**config.mk**
```make
export PLATFORM = sky130hd
export DESIGN_NAME = distance_vector_route_update_core
export DESIGN_NICKNAME = d
export VERILOG_FILES = /design/src/dvru_pkg.sv /design/src/distance_vector_route_update_core.sv
export SDC_FILE = /design/constraint.sdc
export NUM_CORES = 1
export LEC_CHECK = 0
export ABC_CLOCK_PERIOD_IN_PS = 7800
export BUFFER_PORTS_ARGS = -buffer_cell sky130_fd_sc_hd__buf_4
export CAP_MARGIN = 30
export CORE_MARGIN = 2
export CORE_UTILIZATION = 30
export DETAILED_ROUTE_END_ITERATION = 6
export GPL_ROUTABILITY_DRIVEN = 1
export GPL_TIMING_DRIVEN = 0
export PLACE_DENSITY_LB_ADDON = 0.15
export SLEW_MARGIN = 25
export SYNTH_ARGS = -nofsm -noshare
export SYNTH_HDL_FRONTEND = slang
export SYNTH_SLANG_ARGS = --single-unit
```
**constraint.sdc**
```tcl
create_clock -name clk_i -period 7.8 [get_ports clk_i]
set_input_delay 1.56 -clock clk_i [delete_from_list [all_inputs] [get_ports clk_i]]
set_output_delay 1.56 -clock clk_i [all_outputs]
set_load 0.01 [all_outputs]
```
**src/dvru_pkg.sv**
```systemverilog
package dvru_pkg;

  localparam int unsigned TABLE_DEPTH = 16;
  localparam int unsigned PORT_COUNT  = 4;

  localparam int unsigned IDX_W = $clog2(TABLE_DEPTH);
  localparam int unsigned CNT_W = $clog2(TABLE_DEPTH + 1);

  typedef logic [31:0] addr_t;
  typedef logic [4:0]  metric_t;
  typedef logic [1:0]  port_t;
  typedef logic [3:0]  link_t;
  typedef logic [3:0]  slot_t;
  typedef logic [2:0]  action_t;

  localparam metric_t METRIC_INF = 5'd16;

  localparam action_t ACT_UNCHANGED = 3'd0;
  localparam action_t ACT_IMPROVED  = 3'd1;
  localparam action_t ACT_DIRECT    = 3'd2;
  localparam action_t ACT_ADDED     = 3'd3;
  localparam action_t ACT_INSTALLED = 3'd4;
  localparam action_t ACT_FULL      = 3'd5;

  localparam logic OP_INSTALL = 1'b0;
  localparam logic OP_ADVERT  = 1'b1;

  typedef struct packed {
    addr_t   dest;
    addr_t   mask;
    addr_t   gateway;
    metric_t metric;
    port_t   port;
  } entry_t;

  typedef struct packed {
    action_t action;
    slot_t   slot;
    metric_t metric;
    logic    trig;
  } result_t;

  function automatic metric_t clamp_metric(metric_t m);
    return (m > METRIC_INF) ? METRIC_INF : m;
  endfunction

  // metric + 1, saturating at infinity
  function automatic metric_t inc_metric(metric_t m);
    return (m >= METRIC_INF) ? METRIC_INF : metric_t'(m + 5'd1);
  endfunction

endpackage

```
**src/distance_vector_route_update_core.sv**
```systemverilog
// Install item: the result is registered, then moved to the output register once it is free.
// Advertised item: the table memory is read one entry per cycle; the scan ends at the
// first matching slot or, with no match, after the last stored route, and the result
// then goes to the output register as for an install. The next item is taken only
// after the result has entered the output register.
// Reset clears the fill count, the pending-change flag and all control state;
// the table memory is not cleared, an empty fill count marks it empty.
module distance_vector_route_update_core (
  input  logic          clk_i,
  input  logic          rst_ni,
  input  logic          s_axis_tvalid_i,
  output logic          s_axis_tready_o,
  // [31:0] route_address, [63:32] route_mask, [95:64] next_hop_ip,
  // [100:96] route_metric, [102:101] arrival_port, [106:103] link_up_mask, rest 0
  input  logic [111:0]  s_axis_tdata_i,
  input  logic          s_axis_tlast_i,   // last_entry
  input  logic          s_axis_tuser_i,   // op
  output logic          m_axis_tvalid_o,
  input  logic          m_axis_tready_i,
  // [3:0] slot, [8:4] new_metric, [9] triggered_update, rest 0
  output logic [15:0]   m_axis_tdata_o,
  output logic [2:0]    m_axis_tuser_o    // action
);

  localparam logic [1:0] ST_IDLE = 2'd0;
  localparam logic [1:0] ST_SCAN = 2'd1;
  localparam logic [1:0] ST_DONE = 2'd2;

  localparam int unsigned IDX_W = dvru_pkg::IDX_W;
  localparam int unsigned CNT_W = dvru_pkg::CNT_W;

  logic [1:0]           state_q, state_d;
  logic [CNT_W-1:0]     fill_q, fill_d;
  logic                 pend_q, pend_d;
  logic [CNT_W-1:0]     rd_idx_q, rd_idx_d;
  logic                 chk_valid_q, chk_valid_d;
  logic [IDX_W-1:0]     chk_idx_q, chk_idx_d;
  dvru_pkg::result_t    res_q, res_d;
  logic                 m_valid_q, m_valid_d;
  dvru_pkg::result_t    m_res_q, m_res_d;

  // held item
  dvru_pkg::addr_t      addr_q, mask_q, hop_q;
  dvru_pkg::metric_t    metric_q;
  dvru_pkg::port_t      port_q;
  dvru_pkg::link_t      links_q;
  logic                 last_q;

  // route table memory
  dvru_pkg::entry_t     rt_mem [dvru_pkg::TABLE_DEPTH];
  dvru_pkg::entry_t     rdata_q;
  logic                 mem_we, mem_re;
  logic [IDX_W-1:0]     mem_waddr;
  dvru_pkg::entry_t     mem_wdata;

  logic                 in_acc;
  dvru_pkg::addr_t      in_addr, in_mask, in_hop;
  dvru_pkg::metric_t    in_metric;
  dvru_pkg::port_t      in_port;
  dvru_pkg::link_t      in_links;

  logic                 full;
  dvru_pkg::metric_t    cand;
  dvru_pkg::entry_t     upd;
  dvru_pkg::action_t    act;
  logic                 changed;
  logic                 finish;
  logic                 pend_nx;

  assign s_axis_tready_o = (state_q == ST_IDLE);
  assign in_acc          = s_axis_tvalid_i && s_axis_tready_o;

  assign in_addr   = s_axis_tdata_i[31:0];
  assign in_mask   = s_axis_tdata_i[63:32];
  assign in_hop    = s_axis_tdata_i[95:64];
  assign in_metric = dvru_pkg::clamp_metric(s_axis_tdata_i[100:96]);
  assign in_port   = s_axis_tdata_i[102:101];
  assign in_links  = s_axis_tdata_i[106:103];

  assign full = (fill_q == CNT_W'(dvru_pkg::TABLE_DEPTH));
  assign cand = dvru_pkg::inc_metric(metric_q);

  always_comb begin
    state_d     = state_q;
    fill_d      = fill_q;
    pend_d      = pend_q;
    rd_idx_d    = rd_idx_q;
    chk_valid_d = 1'b0;
    chk_idx_d   = chk_idx_q;
    res_d       = res_q;
    m_valid_d   = m_valid_q && !m_axis_tready_i;
    m_res_d     = m_res_q;
    mem_we      = 1'b0;
    mem_re      = 1'b0;
    mem_waddr   = fill_q[IDX_W-1:0];
    mem_wdata   = '0;
    upd         = rdata_q;
    act         = dvru_pkg::ACT_UNCHANGED;
    changed     = 1'b0;
    finish      = 1'b0;
    pend_nx     = pend_q;

    case (state_q)
      ST_IDLE: begin
        if (in_acc) begin
          if (s_axis_tuser_i == dvru_pkg::OP_INSTALL) begin
            if (full) begin
              res_d = '{dvru_pkg::ACT_FULL, '0, '0, 1'b0};
            end else begin
              mem_we    = 1'b1;
              mem_wdata = '{in_addr, in_mask, in_hop, in_metric, in_port};
              fill_d    = fill_q + 1'b1;
              res_d     = '{dvru_pkg::ACT_INSTALLED,
                            dvru_pkg::slot_t'(fill_q[IDX_W-1:0]), in_metric, 1'b0};
            end
            state_d = ST_DONE;
          end else begin
            rd_idx_d = '0;
            state_d  = ST_SCAN;
          end
        end
      end

      ST_SCAN: begin
        // read issue runs one entry ahead of the compare
        mem_re      = (rd_idx_q < fill_q);
        chk_valid_d = mem_re;
        chk_idx_d   = rd_idx_q[IDX_W-1:0];
        if (mem_re) begin
          rd_idx_d = rd_idx_q + 1'b1;
        end

        if (chk_valid_q && rdata_q.dest == addr_q) begin
          finish = 1'b1;
          if (rdata_q.gateway != '0) begin
            if (rdata_q.metric > cand) begin
              upd.metric  = cand;
              upd.gateway = hop_q;
              upd.port    = port_q;
              act         = dvru_pkg::ACT_IMPROVED;
              changed     = 1'b1;
            end
          end else if (32'(rdata_q.port) < dvru_pkg::PORT_COUNT &&
                       links_q[rdata_q.port]) begin
            upd.metric = '0;
            act        = dvru_pkg::ACT_DIRECT;
          end
          mem_we    = (act != dvru_pkg::ACT_UNCHANGED);
          mem_waddr = chk_idx_q;
          mem_wdata = upd;
          res_d     = '{act, dvru_pkg::slot_t'(chk_idx_q), upd.metric, 1'b0};
        end else if (!chk_valid_q && !mem_re) begin
          // no match: append with the candidate metric via the sender
          finish = 1'b1;
          if (full) begin
            res_d = '{dvru_pkg::ACT_FULL, '0, '0, 1'b0};
          end else begin
            mem_we    = 1'b1;
            mem_wdata = '{addr_q, mask_q, hop_q, cand, port_q};
            fill_d    = fill_q + 1'b1;
            changed   = 1'b1;
            res_d     = '{dvru_pkg::ACT_ADDED,
                          dvru_pkg::slot_t'(fill_q[IDX_W-1:0]), cand, 1'b0};
          end
        end

        if (finish) begin
          pend_nx     = pend_q | changed;
          res_d.trig  = last_q & pend_nx;
          pend_d      = last_q ? 1'b0 : pend_nx;
          chk_valid_d = 1'b0;
          state_d     = ST_DONE;
        end
      end

      ST_DONE: begin
        if (!m_valid_q || m_axis_tready_i) begin
          m_valid_d = 1'b1;
          m_res_d   = res_q;
          state_d   = ST_IDLE;
        end
      end

      default: begin
        state_d = ST_IDLE;
      end
    endcase
  end

  always_ff @(posedge clk_i or negedge rst_ni) begin
    if (!rst_ni) begin
      state_q     <= ST_IDLE;
      fill_q      <= '0;
      pend_q      <= 1'b0;
      rd_idx_q    <= '0;
      chk_valid_q <= 1'b0;
      m_valid_q   <= 1'b0;
    end else begin
      state_q     <= state_d;
      fill_q      <= fill_d;
      pend_q      <= pend_d;
      rd_idx_q    <= rd_idx_d;
      chk_valid_q <= chk_valid_d;
      m_valid_q   <= m_valid_d;
    end
  end

  always_ff @(posedge clk_i) begin
    chk_idx_q <= chk_idx_d;
    res_q     <= res_d;
    m_res_q   <= m_res_d;
    if (in_acc) begin
      addr_q   <= in_addr;
      mask_q   <= in_mask;
      hop_q    <= in_hop;
      metric_q <= in_metric;
      port_q   <= in_port;
      links_q  <= in_links;
      last_q   <= s_axis_tlast_i;
    end
  end

  // one item in flight, so the write-back never overlaps a read of the same entry
  always_ff @(posedge clk_i) begin
    if (mem_we) begin
      rt_mem[mem_waddr] <= mem_wdata;
    end
    if (mem_re) begin
      rdata_q <= rt_mem[rd_idx_q[IDX_W-1:0]];
    end
  end

  assign m_axis_tvalid_o = m_valid_q;
  assign m_axis_tuser_o  = m_res_q.action;
  assign m_axis_tdata_o  = {6'd0, m_res_q.trig, m_res_q.metric, m_res_q.slot};

  a_fill_bound: assert property (@(posedge clk_i) disable iff (!rst_ni)
    fill_q <= CNT_W'(dvru_pkg::TABLE_DEPTH))
    else $error("fill count past table depth");

  a_write_in_range: assert property (@(posedge clk_i) disable iff (!rst_ni)
    mem_we |-> CNT_W'(mem_waddr) < fill_d)
    else $error("table write outside filled region");

  a_chk_in_scan: assert property (@(posedge clk_i) disable iff (!rst_ni)
    chk_valid_q |-> state_q == ST_SCAN)
    else $error("compare stage active outside scan");

  a_scan_ends: assert property (@(posedge clk_i) disable iff (!rst_ni)
    (state_q == ST_SCAN && !chk_valid_q && rd_idx_q >= fill_q) |=> state_q == ST_DONE)
    else $error("scan did not end after last entry");

  a_install_no_trig: assert property (@(posedge clk_i) disable iff (!rst_ni)
    (m_valid_q && m_res_q.action == dvru_pkg::ACT_INSTALLED) |-> !m_res_q.trig)
    else $error("install result carries triggered update");

endmodule

```
==> results of run 1 <==
==> cells in the mapped netlist, types with 8 or more instances <==
| library cell | n | area [µm²] |
|---|---|---|
| edfxtp_1 | 1313 | 39400 |
| mux4_2 | 356 | 8020 |
| nand2_1 | 83 | 312 |
| clkbuf_1 | 72 | 270 |
| o21ai_0 | 42 | 210 |
| a21oi_1 | 41 | 205 |
| a22oi_1 | 36 | 270 |
| mux2i_1 | 35 | 350 |
| nor2_1 | 28 | 105 |
| buf_1 | 24 | 90.1 |
| nor2b_1 | 23 | 144 |
| inv_1 | 19 | 71.3 |
| xor2_1 | 19 | 166 |
| xnor2_1 | 17 | 149 |
| nor3_1 | 16 | 80.1 |
| dfrtp_1 | 15 | 375 |
| nor4_1 | 15 | 93.8 |
| buf_2 | 14 | 70.1 |
| ha_1 | 14 | 175 |
| nand3_1 | 14 | 70.1 |
| a211oi_1 | 10 | 75.1 |
| nand4_1 | 8 | 50.1 |
==> area by class of cell <==
cell class / count / area share
diodes: 2 / 0.0000800
repair buffers: 316 / 0.0531
clock buffers: 188 / 0.0623
clock inverters: 65 / 0.00798
well taps: 2233 / 0.0447
plain buffers: 118 / 0.00860
multi-input cells: 846 / 0.186
inverters: 19 / 0.00114
flip-flops and latches: 1328 / 0.636
==> power by group <==
part | switching, mW | internal [mW] | total (mW) | leakage [nW]
registers | 0.374 | 9.25 | 9.62 | 12.3
clock network | 2.75 | 3.71 | 6.46 | 2.12
logic | 3.73 | 2.54 | 6.27 | 5.64
total | 6.86 | 15.5 | 22.4 | 20.1
==> logic make-up after synthesis <==
family,count (synthesis),share of synthesized area
AOI/OAI and AO/OA,172,0.0221
xor gates and xnor gates,36,0.00611
adders and majority gates,14,0.00340
buffers and inverters,137,0.0110
DFF,1328,0.772
muxes,393,0.163
other,1,0.0000727
and+or+nand+nor,225,0.0230
==> worst max-delay path: stages, from the launching register on <==
cell and delay (ns):
edfxtp_1 0.44, nor4_1 0.67, nand4_1 0.74, o32ai_1 0.55, nor2_1 0.29, nor3_2 0.51, buf_4 0.28, buf_2 0.44
nor3_4 0.16, buf_6 0.23, buf_6 0.18, buf_8 0.17, buf_8 0.16, buf_8 0.16, buf_6 0.15
==> sequential cells by signal, summed over array words and instances (netlist names), 2 cells and up <==
signal,flops
res_q,13
fill_q,5
m_axis_tuser_o,3
chk_idx_q,4
hop_q,32
port_q,2
links_q,4
addr_q,32
m_axis_tdata_o,10
state_q,2
rd_idx_q,5
rdata_q,71
metric_q,5
rt_mem,1136
==> worst max-delay path by stage <==
stage                                 to  cells past startpoint  slack (ns)            start
after floorplan            rt_mem[10][0]                      5       -0.31  s_axis_tvalid_i
after global placement    rt_mem[14][29]                      5      -11.19      rdata_q[23]
after detailed placement   rt_mem[7][29]                     14        2.21      rdata_q[23]
after CTS                  rt_mem[7][29]                     14        2.20      rdata_q[23]
after global routing       rt_mem[7][32]                     19        2.13      metric_q[0]
final                      rt_mem[7][29]                     14        2.37      rdata_q[28]
==> metal layers <==
layer	vias up	part of all wire	wire length, µm
met2	831	0.50	76400
met1	14100	0.42	63900
met4	2	0.022	3300
met3	185	0.051	7770
li1	10700	-	-
met5	-	0.000086	13
==> per-stage QoR <==
stage	hold slack, ns	util	power (mW)
after floorplan	0.400	-	13.3
after global routing	0.428	0.365	23.3
final	0.417	0.365	22.4
after global placement	0.410	0.322	15.4
after detailed placement	0.405	0.338	16.1
after CTS	0.420	0.364	22.6
==> reports/results.txt, run 1 <==
gpl congestion -> 0.812
M3 GR Usage -> 0.0270
Synth async-reset ratio -> 0.0113
post-synthesis cell type count -> 65
Critical Path Sink Type -> register
ANT nets after route -> 0
setup violators final -> 0
critical path peak fanout -> 10
first-pass GRT wire length -> 211 mm
first-pass iteration count of the detailed router -> 5
TritonCTS Buffers -> 142
P&R area growth vs syn -> 21.2%
Pleak -> 20.1 nW
R2R Setup Slk -> 2.37 ns
Cells after Synth -> 2306
placed cell count -> 4841
Reg2Reg Depth -> 14
peak supply drop -> 0.000217 V
CTS tree -> yes
Critical Path Start Type -> register
Top Ports -> 139
Syn Std Cell Area -> 51600 µm²
busiest grt layer -> met2
grt met2 use -> 0.294
postcts setup bufs -> 0
Synth Register Bits -> 1328
commonest non-fill, non-tap cell in the layout -> edfxtp_1
DP Worst Slack -> 2.21 ns
# rows -> 152
Sequential cell area -> 39800 µm²
share of layout cells above drive strength 1 -> 0.347
hold wc startpoint -> res_q[6]
WHS Path Cells -> 0
core area -> 171000 µm²
RSZ-0062 raised after global routing -> false
min Tclk post-route -> 5.43 ns
antenna violations before repair -> 2
post-route setup TNS -> 0 ns
GRT Util Overall -> 0.173
clock buffer depth -> 3
post-DR wirelength/cell -> 29.6 µm
H-tree depth -> 4
Reg-to-Reg Start -> rdata_q[28]
setup ws final -> 2.37 ns
Worst EP required -> 8.33 ns
routed vias -> 25800
Die Ht -> 419 µm
grt met1 use -> 0.231
WP data arrival -> 5.95 ns
post-cts resize count -> 0
final period utilization -> 0.696
syn avg cell area -> 22.4 µm²
Root Driver -> clkbuf_16
number of synthesized flops with an enable pin -> 1313
drt total wl -> 151 mm
Final Skew -> 0.0298 ns
fmax -> 0.184 GHz
routed vias/inst -> 5.04
Fillers -> 15700
Fin. Hold Viols -> 0
final cell count without fillers -> 5115
top_reg_cell synth -> edfxtp_1
hold_buf cts -> 0
post-layout net count -> 2903
Worst Hold Path EP -> m_axis_tdata_o[0]
HPWL Detailed -> 106 mm
pin count of the biggest net entering global routing -> 38
Hold Path Class -> register to register
Max-cap violations -> 0
yosys warns -> 0
commonest non-fill, non-tap cells in the layout -> edfxtp_1 (1313), mux4_2 (356), clkbuf_16 (149), buf_6 (143), buf_4 (111)
register area share after synthesis -> 0.772
max-slew violations -> 0
DRC Markers -> 0
design area -> 62500 µm²
insertion delay to the later sink of the worst-skew pair -> 0.78 ns
Reg-to-Reg End -> rt_mem[7][29]
power per cell area -> 357 nW/µm²
Critical Setup Path Class -> register to register
initial core utilization -> 0.301
clk sink count -> 1328
Rel. slew slack -> 0.330
area post-placement -> 57800 µm²
GRT Residual Overflow -> 0
actual slew at the worst max-slew pin -> 1.01 ns
I/O Buffers -> 95
Multi-input gate area -> 11600 µm²
status -> completed
clock slew at reported path FFs -> 0.06 ns
vias in the first global route -> 26900
DIE WIDTH -> 419 µm
DRT iter0 DRCs -> 2769
Die Area -> 175000 µm²
No activity file was read; power rests on OpenSTA's default activity.
==> run 2, diff against run 1 <==
--- a/config.mk
+++ b/config.mk
@@ -5,7 +5,7 @@
 export SDC_FILE = /design/constraint.sdc
 export NUM_CORES = 1
 export LEC_CHECK = 0
-export ABC_CLOCK_PERIOD_IN_PS = 7800
+export ABC_CLOCK_PERIOD_IN_PS = 4600
 export BUFFER_PORTS_ARGS = -buffer_cell sky130_fd_sc_hd__buf_4
 export CAP_MARGIN = 30
 export CORE_MARGIN = 2
==> constraint.sdc (replaced) <==
create_clock -name clk_i -period 4.6 [get_ports clk_i]
set_input_delay 0.92 -clock clk_i [delete_from_list [all_inputs] [get_ports clk_i]]
set_output_delay 0.92 -clock clk_i [all_outputs]
set_load 0.01 [all_outputs]
==> reports/results.txt, run 2 (synthesis results as in run 1) <==
TritonCTS Buffers -> 143
first-pass iteration count of the detailed router -> 5
Reg-to-Reg End -> rt_mem[5][74]
Hold Path Class -> primary input to register
clock buffer depth -> 3
Max-cap violations -> 0
first-pass GRT wire length -> 212 mm
Pleak -> 20.2 nW
I/O Buffers -> 95
Most flops, register -> rt_mem
vias in the first global route -> 26900
DRT iter0 DRCs -> 2791
worst path cell trace -> nor2b_1, nor4_1, nand4_1, nor4_1, buf_4, mux2i_1, clkbuf_2, nor3_4, buf_8, buf_16, buf_8, buf_6
Top Registers -> rt_mem (1136), rdata_q (71)
routed vias -> 25900
Die Area -> 175000 µm²
setup ws final -> 0.187 ns
status -> completed
min Tclk post-route -> 4.41 ns
final period utilization -> 0.959
fmax -> 0.227 GHz
slowest CP cell -> nand4_1
post-route setup TNS -> 0 ns
GRT Residual Overflow -> 0
GRT Util Overall -> 0.176
Worst EP required -> 5.06 ns
# rows -> 152
Worst path top cell family by delay -> simple AND/OR/NAND/NOR gates
Total Power -> 38.2 mW
Worst Path Buf+Inv -> 6
setup violators final -> 0
Rel. slew slack -> 0.333
Critical Path Start Type -> register
core area -> 171000 µm²
Largest register FFs -> 1136
R2R Setup Slk -> 0.19 ns
DP Worst Slack -> -0.188 ns
Reg2Reg Depth -> 12
clk sink count -> 1328
actual slew at the worst max-slew pin -> 1.00 ns
antenna violations before repair -> 7
max-slew violations -> 0
Final Skew -> 0.0289 ns
Critical Setup Path Class -> register to register
peak supply drop -> 0.000413 V
power per cell area -> 609 nW/µm²
RSZ-0062 raised after global routing -> false
Root Driver -> clkbuf_16
critical path peak fanout -> 10
Reg-to-Reg Start -> rdata_q[96]
clock slew at reported path FFs -> 0.06 ns
placed cell count -> 4831
DIE WIDTH -> 419 µm
CP max stage delay -> 0.54 ns
post-layout net count -> 2905
CP startpoint -> rdata_q[96]
insertion delay to the later sink of the worst-skew pair -> 0.78 ns
Core Util, Final -> 0.366
Top Ports -> 139
share of layout cells above drive strength 1 -> 0.352
H-tree depth -> 4
Critical Path Sink Type -> register
ANT nets after route -> 0
post-DR wirelength/cell -> 30.1 µm
routed vias/inst -> 5.06
Die Ht -> 419 µm
DRC Markers -> 0
critical path depth -> 12
commonest non-fill, non-tap cell in the layout -> edfxtp_1
Fin. Hold Viols -> 0
commonest non-fill, non-tap cells in the layout -> edfxtp_1 (1313), mux4_2 (356), clkbuf_16 (146), buf_6 (133), buf_4 (121)
WP data arrival -> 4.88 ns
drt total wl -> 154 mm
gpl congestion -> 0.818
HPWL Detailed -> 108 mm
Critical Path End -> rt_mem[5][74]
P&R area growth vs syn -> 21.6%
initial core utilization -> 0.301
CTS tree -> yes
pin count of the biggest net entering global routing -> 35
final cell count without fillers -> 5113
## run 2: cell types whose count changed in the layout (fill, tap and decap cells not counted), moves of 7 or more
cell / before / now
buf_4: 111 / 121
clkbuf_1: 95 / 76
buf_6: 143 / 133
clkbuf_2: 15 / 28
clkinv_1: 26 / 34
a21oi_1: 16 / 9
a21oi_2: 25 / 32
## run 2: cell type report
| cell class | count | area (µm²) |
|---|---|---|
| Antenna cell | 3 | 7.51 |
| Buffer | 118 | 561 |
| Clock buffer | 177 | 3770 |
| Clock inverter | 72 | 674 |
| Fill cell | 15600 | 108000 |
| Inverter | 19 | 71.3 |
| Multi-Input combinational cell | 846 | 11600 |
| Sequential cell | 1328 | 39800 |
| Tap cell | 2233 | 2790 |
| Timing Repair Buffer | 317 | 3380 |
## run 2: worst min path at each step
stage / from / end / slack, ns / depth (start not counted)
final: s_axis_tdata_i[104] / links_q[1] / 0.33 / 1
after global routing: s_axis_tdata_i[104] / links_q[1] / 0.28 / 1
after CTS: s_axis_tdata_i[104] / links_q[1] / 0.26 / 1
after detailed placement: res_q[6] / m_axis_tdata_o[0] / 0.40 / 0
after global placement: res_q[9] / m_axis_tdata_o[3] / 0.41 / 0
after floorplan: res_q[6] / m_axis_tdata_o[0] / 0.40 / 0
## run 2: per-stage QoR
| stage | hold WS [ns] | cell area (µm²) |
|---|---|---|
| final | 0.332 | 62700 |
| after global routing | 0.281 | 62700 |
| after detailed placement | 0.405 | 57800 |
| after floorplan | 0.400 | 51800 |
| after global placement | 0.411 | 55300 |
| after CTS | 0.260 | 62400 |
## run 2: timing repair
| item | in CTS | in global routing |
|---|---|---|
| setup buffers | 6 | 4 |
| endpoints found under the setup margin | 277 | 80 |
| pin swaps | 5 | 2 |
| endpoints found under the hold margin | 15 | 0 |
| gates resized for setup | 5 | 1 |
| hold buffers | 1 | 0 |
## run 2: report_power, final
part           switching [mW]  internal (mW)
registers               0.638           15.7
clock network            4.62           6.46
logic                    6.46           4.34
total                    11.7           26.5
## run 2: metal layers
layer	routed length (µm)	share of wire	track usage
met5	0	0	0
met4	4150	0.027	0.0573
met3	6840	0.044	0.0285
met2	78800	0.51	0.303
met1	64200	0.42	0.226
